File: src/rtl/imhq_pkg.sv
package imhq_pkg;

    localparam int MODE_W   = 2;
    localparam int ID_W     = 8;
    localparam int KEY_IN_W = 32;
    localparam int RPOS_W   = 9;
    localparam int STATUS_W = 3;
    localparam int COUNT_W  = 9;

    typedef enum logic [MODE_W-1:0] {
        MODE_INSERT,
        MODE_REMOVE,
        MODE_POP,
        MODE_READ
    } mode_t;

    typedef enum logic [STATUS_W-1:0] {
        ST_OK,
        ST_PRESENT,
        ST_ABSENT,
        ST_EMPTY,
        ST_FULL,
        ST_RANGE
    } status_t;

    typedef enum logic [3:0] {
        S_CLEAR,
        S_IDLE,
        S_LOOKUP,
        S_UP_CHECK,
        S_UP_CMP,
        S_DN_CHECK,
        S_DN_L,
        S_DN_R,
        S_DN_MOVE,
        S_FILL_RD,
        S_DONE
    } ctl_state_t;

    typedef enum logic [4:0] {
        OP_NOP,
        OP_CLEAR,
        OP_ACCEPT,
        OP_STATUS,
        OP_INS_START,
        OP_REM_START,
        OP_POP_START,
        OP_READ_OUT,
        OP_UP_PLACE,
        OP_UP_READ,
        OP_UP_MOVE,
        OP_DN_READ_L,
        OP_DN_TAKE_L,
        OP_DN_TAKE_R,
        OP_DN_MOVE,
        OP_FILL,
        OP_FILL_LOAD,
        OP_DONE
    } dp_op_t;

    typedef struct packed {
        dp_op_t  op;
        status_t status;
    } dp_cmd_t;

    typedef struct packed {
        logic  clear_last;
        logic  out_free;
        mode_t mode;
        logic  present;
        logic  full;
        logic  empty;
        logic  rpos_bad;
        logic  at_root;
        logic  parent_less;
        logic  kid_in;
        logic  kid_last;
        logic  hole_last;
    } dp_stat_t;

endpackage

File: src/rtl/imhq_ctrl.sv
module imhq_ctrl import imhq_pkg::*; (
    input  logic     aclk,
    input  logic     aresetn,
    input  logic     s_valid,
    output logic     s_ready,
    input  dp_stat_t stat,
    output dp_cmd_t  cmd
);

    ctl_state_t state_reg, state_next;

    always_ff @(posedge aclk) begin
        if (!aresetn) begin
            state_reg <= S_CLEAR;
        end else begin
            state_reg <= state_next;
        end
    end

    always_comb begin
        state_next = state_reg;
        cmd.op     = OP_NOP;
        cmd.status = ST_OK;
        s_ready    = 1'b0;
        case (state_reg)
            S_CLEAR: begin
                cmd.op = OP_CLEAR;
                if (stat.clear_last) begin
                    state_next = S_IDLE;
                end
            end
            S_IDLE: begin
                s_ready = 1'b1;
                if (s_valid) begin
                    cmd.op     = OP_ACCEPT;
                    state_next = S_LOOKUP;
                end
            end
            S_LOOKUP: begin
                state_next = S_DONE;
                case (stat.mode)
                    MODE_INSERT: begin
                        if (stat.present) begin
                            cmd.op     = OP_STATUS;
                            cmd.status = ST_PRESENT;
                        end else if (stat.full) begin
                            cmd.op     = OP_STATUS;
                            cmd.status = ST_FULL;
                        end else begin
                            cmd.op     = OP_INS_START;
                            state_next = S_UP_CHECK;
                        end
                    end
                    MODE_REMOVE: begin
                        if (!stat.present) begin
                            cmd.op     = OP_STATUS;
                            cmd.status = ST_ABSENT;
                        end else begin
                            cmd.op     = OP_REM_START;
                            state_next = S_DN_CHECK;
                        end
                    end
                    MODE_POP: begin
                        if (stat.empty) begin
                            cmd.op     = OP_STATUS;
                            cmd.status = ST_EMPTY;
                        end else begin
                            cmd.op     = OP_POP_START;
                            state_next = S_DN_CHECK;
                        end
                    end
                    default: begin
                        if (stat.rpos_bad) begin
                            cmd.op     = OP_STATUS;
                            cmd.status = ST_RANGE;
                        end else begin
                            cmd.op = OP_READ_OUT;
                        end
                    end
                endcase
            end
            S_UP_CHECK: begin
                if (stat.at_root) begin
                    cmd.op     = OP_UP_PLACE;
                    state_next = S_DONE;
                end else begin
                    cmd.op     = OP_UP_READ;
                    state_next = S_UP_CMP;
                end
            end
            S_UP_CMP: begin
                if (stat.parent_less) begin
                    cmd.op     = OP_UP_PLACE;
                    state_next = S_DONE;
                end else begin
                    cmd.op     = OP_UP_MOVE;
                    state_next = S_UP_CHECK;
                end
            end
            S_DN_CHECK: begin
                if (stat.kid_in) begin
                    cmd.op     = OP_DN_READ_L;
                    state_next = S_DN_L;
                end else begin
                    cmd.op     = OP_FILL;
                    state_next = stat.hole_last ? S_DONE : S_FILL_RD;
                end
            end
            S_DN_L: begin
                cmd.op     = OP_DN_TAKE_L;
                state_next = stat.kid_last ? S_DN_MOVE : S_DN_R;
            end
            S_DN_R: begin
                cmd.op     = OP_DN_TAKE_R;
                state_next = S_DN_MOVE;
            end
            S_DN_MOVE: begin
                cmd.op     = OP_DN_MOVE;
                state_next = S_DN_CHECK;
            end
            S_FILL_RD: begin
                cmd.op     = OP_FILL_LOAD;
                state_next = S_UP_CHECK;
            end
            S_DONE: begin
                if (stat.out_free) begin
                    cmd.op     = OP_DONE;
                    state_next = S_IDLE;
                end
            end
            default: begin
                state_next = S_IDLE;
            end
        endcase
    end

endmodule

File: config.mk
export PLATFORM = sky130hd
export DESIGN_NAME = imhq_ctrl
export DESIGN_NICKNAME = d
export VERILOG_FILES = /design/src/rtl/imhq_pkg.sv /design/src/rtl/imhq_ctrl.sv
export SDC_FILE = /design/constraint.sdc
export NUM_CORES = 1
export LEC_CHECK = 0
export ABC_CLOCK_PERIOD_IN_PS = 4200
export BUFFER_PORTS_ARGS = -buffer_cell sky130_fd_sc_hd__buf_2
export CORE_MARGIN = 2
export CORE_UTILIZATION = 50
export CTS_CLUSTER_DIAMETER = 50
export DETAILED_ROUTE_END_ITERATION = 6
export GPL_TIMING_DRIVEN = 1
export PLACE_DENSITY = 0.8
export SLEW_MARGIN = 20
export SYNTH_ARGS = -nofsm -noshare
export SYNTH_HDL_FRONTEND = slang
export SYNTH_SLANG_ARGS = --single-unit
File: constraint.sdc
create_clock -name aclk -period 4.2 [get_ports aclk]
set_clock_uncertainty 0.1 [all_clocks]
set_input_delay 0.42 -clock aclk [delete_from_list [all_inputs] [get_ports aclk]]
set_output_delay 0.42 -clock aclk [all_outputs]
set_load 0.01 [all_outputs]
==> metrics <==
outcome finished, final reports clean; GRT Total Usage roughly 22%; crit path max-delay cell type dfxtp_1; most frequent cells in the layout 24 x buf_2, 15 x a21oi_1, 9 x nand2_1; io pins 25; r2r setup slk 2.35 ns; CTS hold repair buffers 0; Fin. Hold Viols 0; Max Clock Freq 403 MHz; crit path DAT 1.96 ns; crit path cell chain nand2b_1 > nor3_2 > o21ai_1 > a21oi_1 > buf_2; # DRC 0; R2R cell count 4; Die W 41.3 um; Die Height 41.3 um; clk_lat worst skew 0.23 ns; Gates resized, CTS repair 0; worst path bufs/invs 1; Num CTS Buffers 3; Via density 6.01; synth-to-layout area growth 15.5%; Clock Sinks 4; CTS root buf clkbuf_4; Tcrit/Tclk final 59.1%; leakage 0.338 nW; highest fanout seen on the critical path 23; crit start category register; Final Max Slew Viols 0; HP Class in -> reg; largest net degree at the start of global routing 24; Post-DP HPWL 1.33 mm; Final ANT Viol Nets 0; RSZ-0062 raised after global routing false; hold depth 3; max_cap viols 0; initial antenna violation count 0; Vias roughly 850; TritonRoute pass-1 iters 4; Mapped Cells 109; critical path's top delay family flip-flops; grt ovf 0; number of post-CTS setup repair buffers 0; # port buffers 24; iteration-0 DRC count of the detailed router 12; syn_area_per_cell around 6.4 um2; commonest non-fill, non-tap cell in the layout buf_2; setup_tns 0 ns; reg2reg start state_reg[1]$_SDFFE_PN0P_; Power Total about 0.46 mW; worst path required time between 3 and 4 ns; share of post-route cells with drive strength above 1 23.8%; origin of the worst setup path state_reg[1]$_SDFFE_PN0P_; Routed WL about 1.8 mm; CP Class reg -> out; max reg flops 4; Critical Path Max Stage Delay 0.75 ns; crit path time final 2.48 ns; Final setup viols 0; # nets final 144; vias in the first global route 630; Hold Path End state_reg[2]$_SDFFE_PN0P_; min-delay src aresetn; gpl congestion slightly below 0.9; # diodes 0; Max-slew headroom 52.8%; row cnt 13; first-pass GRT wire length between 2 and 3 mm; CTS tree yes; Yosys reg bits 4; sequential fraction of the synthesis area 11.5%; Core ar. 1300 um2; Worst VDD drop 0.359 mV; Critical Path Sink Type output port; synth warn 0; worst-margin pin slew around 0.71 ns; initial core utilization 53.5%; synth unique cells 36; mapped cell area 696 um2; PwrDens between 500 and 600 nW/um2; CTS max path bufs 2; clock slew at reported path FFs 0.04 ns; Syn Nets between 100 and 150; H-tree Lvls 1; Die ar. 1710 um2; post-DR wirelength/cell 12.6 um; RR Endpoint state_reg[0]$_SDFFE_PN0P_
## worst min-delay path: cells and delay by family
family / cells / cell delay (ns)
simple gates: 1 / 0.06
buf+inv: 1 / 0.13
compound gates: 1 / 0.03
## report_power, final
group / switching, mW / internal [mW] / total [mW]
logic: 0.138 / 0.136 / 0.274
clock network: 0.0141 / 0.0319 / 0.0459
registers: 0.0839 / 0.0545 / 0.138
total: 0.236 / 0.222 / 0.458
## final cells by class
| class | instances | area (um2) |
|---|---|---|
| inverters | 3 | 11.3 |
| clock buffers | 3 | 22.5 |
| well taps | 15 | 18.8 |
| multi-input cells | 92 | 551 |
| fillers | 137 | 498 |
| repair buffers | 24 | 120 |
| flip-flops and latches | 4 | 80.1 |
## routing by layer
metal / vias to the layer above / global-route usage (%) / part of all wire (%)
met5: - / 0 / 0
met3: 0 / 4.79 / 5.1
li1: 440 / - / -
met4: 0 / 2.42 / 0
met2: 33 / 44.5 / 50
met1: 374 / 24.8 / 45
## logic make-up (layout without fill, tap and decap cells)
logic type / after synthesis / after routing / synth area share (%)
flip-flops: 4 / 4 / 11.5
AO/OA/AOI/OAI: 46 / 46 / 41.9
AND/OR/NAND/NOR: 45 / 45 / 35.8
multiplexers: 1 / 1 / 1.44
buffers and inverters: 13 / 30 / 9.35
## Yosys cell counts, drive strengths merged
library cell	n	share of area, %
o311a	1	1.4
a32o	1	1.4
o31a	1	1.3
nor3	7	5.8
o311ai	1	1.3
a21o	2	2.2
nor2	6	3.6
a21boi	2	2.2
o21a	3	3.2
inv	3	1.6
nor2b	5	4.5
or2	1	0.90
nand2b	5	4.5
nand3	2	1.4
buf	8	6.7
nand2	9	4.9
nor3b	2	2.2
o21ai	10	7.2
a31oi	1	0.90
a21oi	15	11
a22oi	1	1.1
and3b	1	1.3
or3	3	2.7
o22ai	2	1.8
nand3b	3	3.2
dfxtp	4	12
a2111oi	1	1.3
o21bai	1	1.6
nor4	1	0.90
mux2i	1	1.4
clkbuf	2	1.1
o31ai	4	4.3
## stage by stage
step	hold slack [ns]	setup WS, ns	area (um2)	util (%)	std cells
after floorplan	0.436	2.31	696	-	109
after global placement	0.594	2.03	781	60.0	138
after global routing	0.366	1.49	803	61.7	141
after detailed placement	0.594	1.96	781	60.0	138
final	0.357	1.72	803	61.7	141
after CTS	0.352	1.72	803	61.7	141
## worst max-delay path by stage
stage          cells past startpoint     end  slack, ns
2_1_floorplan                      5  cmd[5]       2.31
3_3_place_gp                       6  cmd[5]       2.03
3_5_place_dp                       5  cmd[2]       1.96
4_1_cts                            5  cmd[2]       1.72
5_1_grt                            5  cmd[2]       1.49
6_report                           5  cmd[2]       1.72
(Power assumes the default switching activity.)
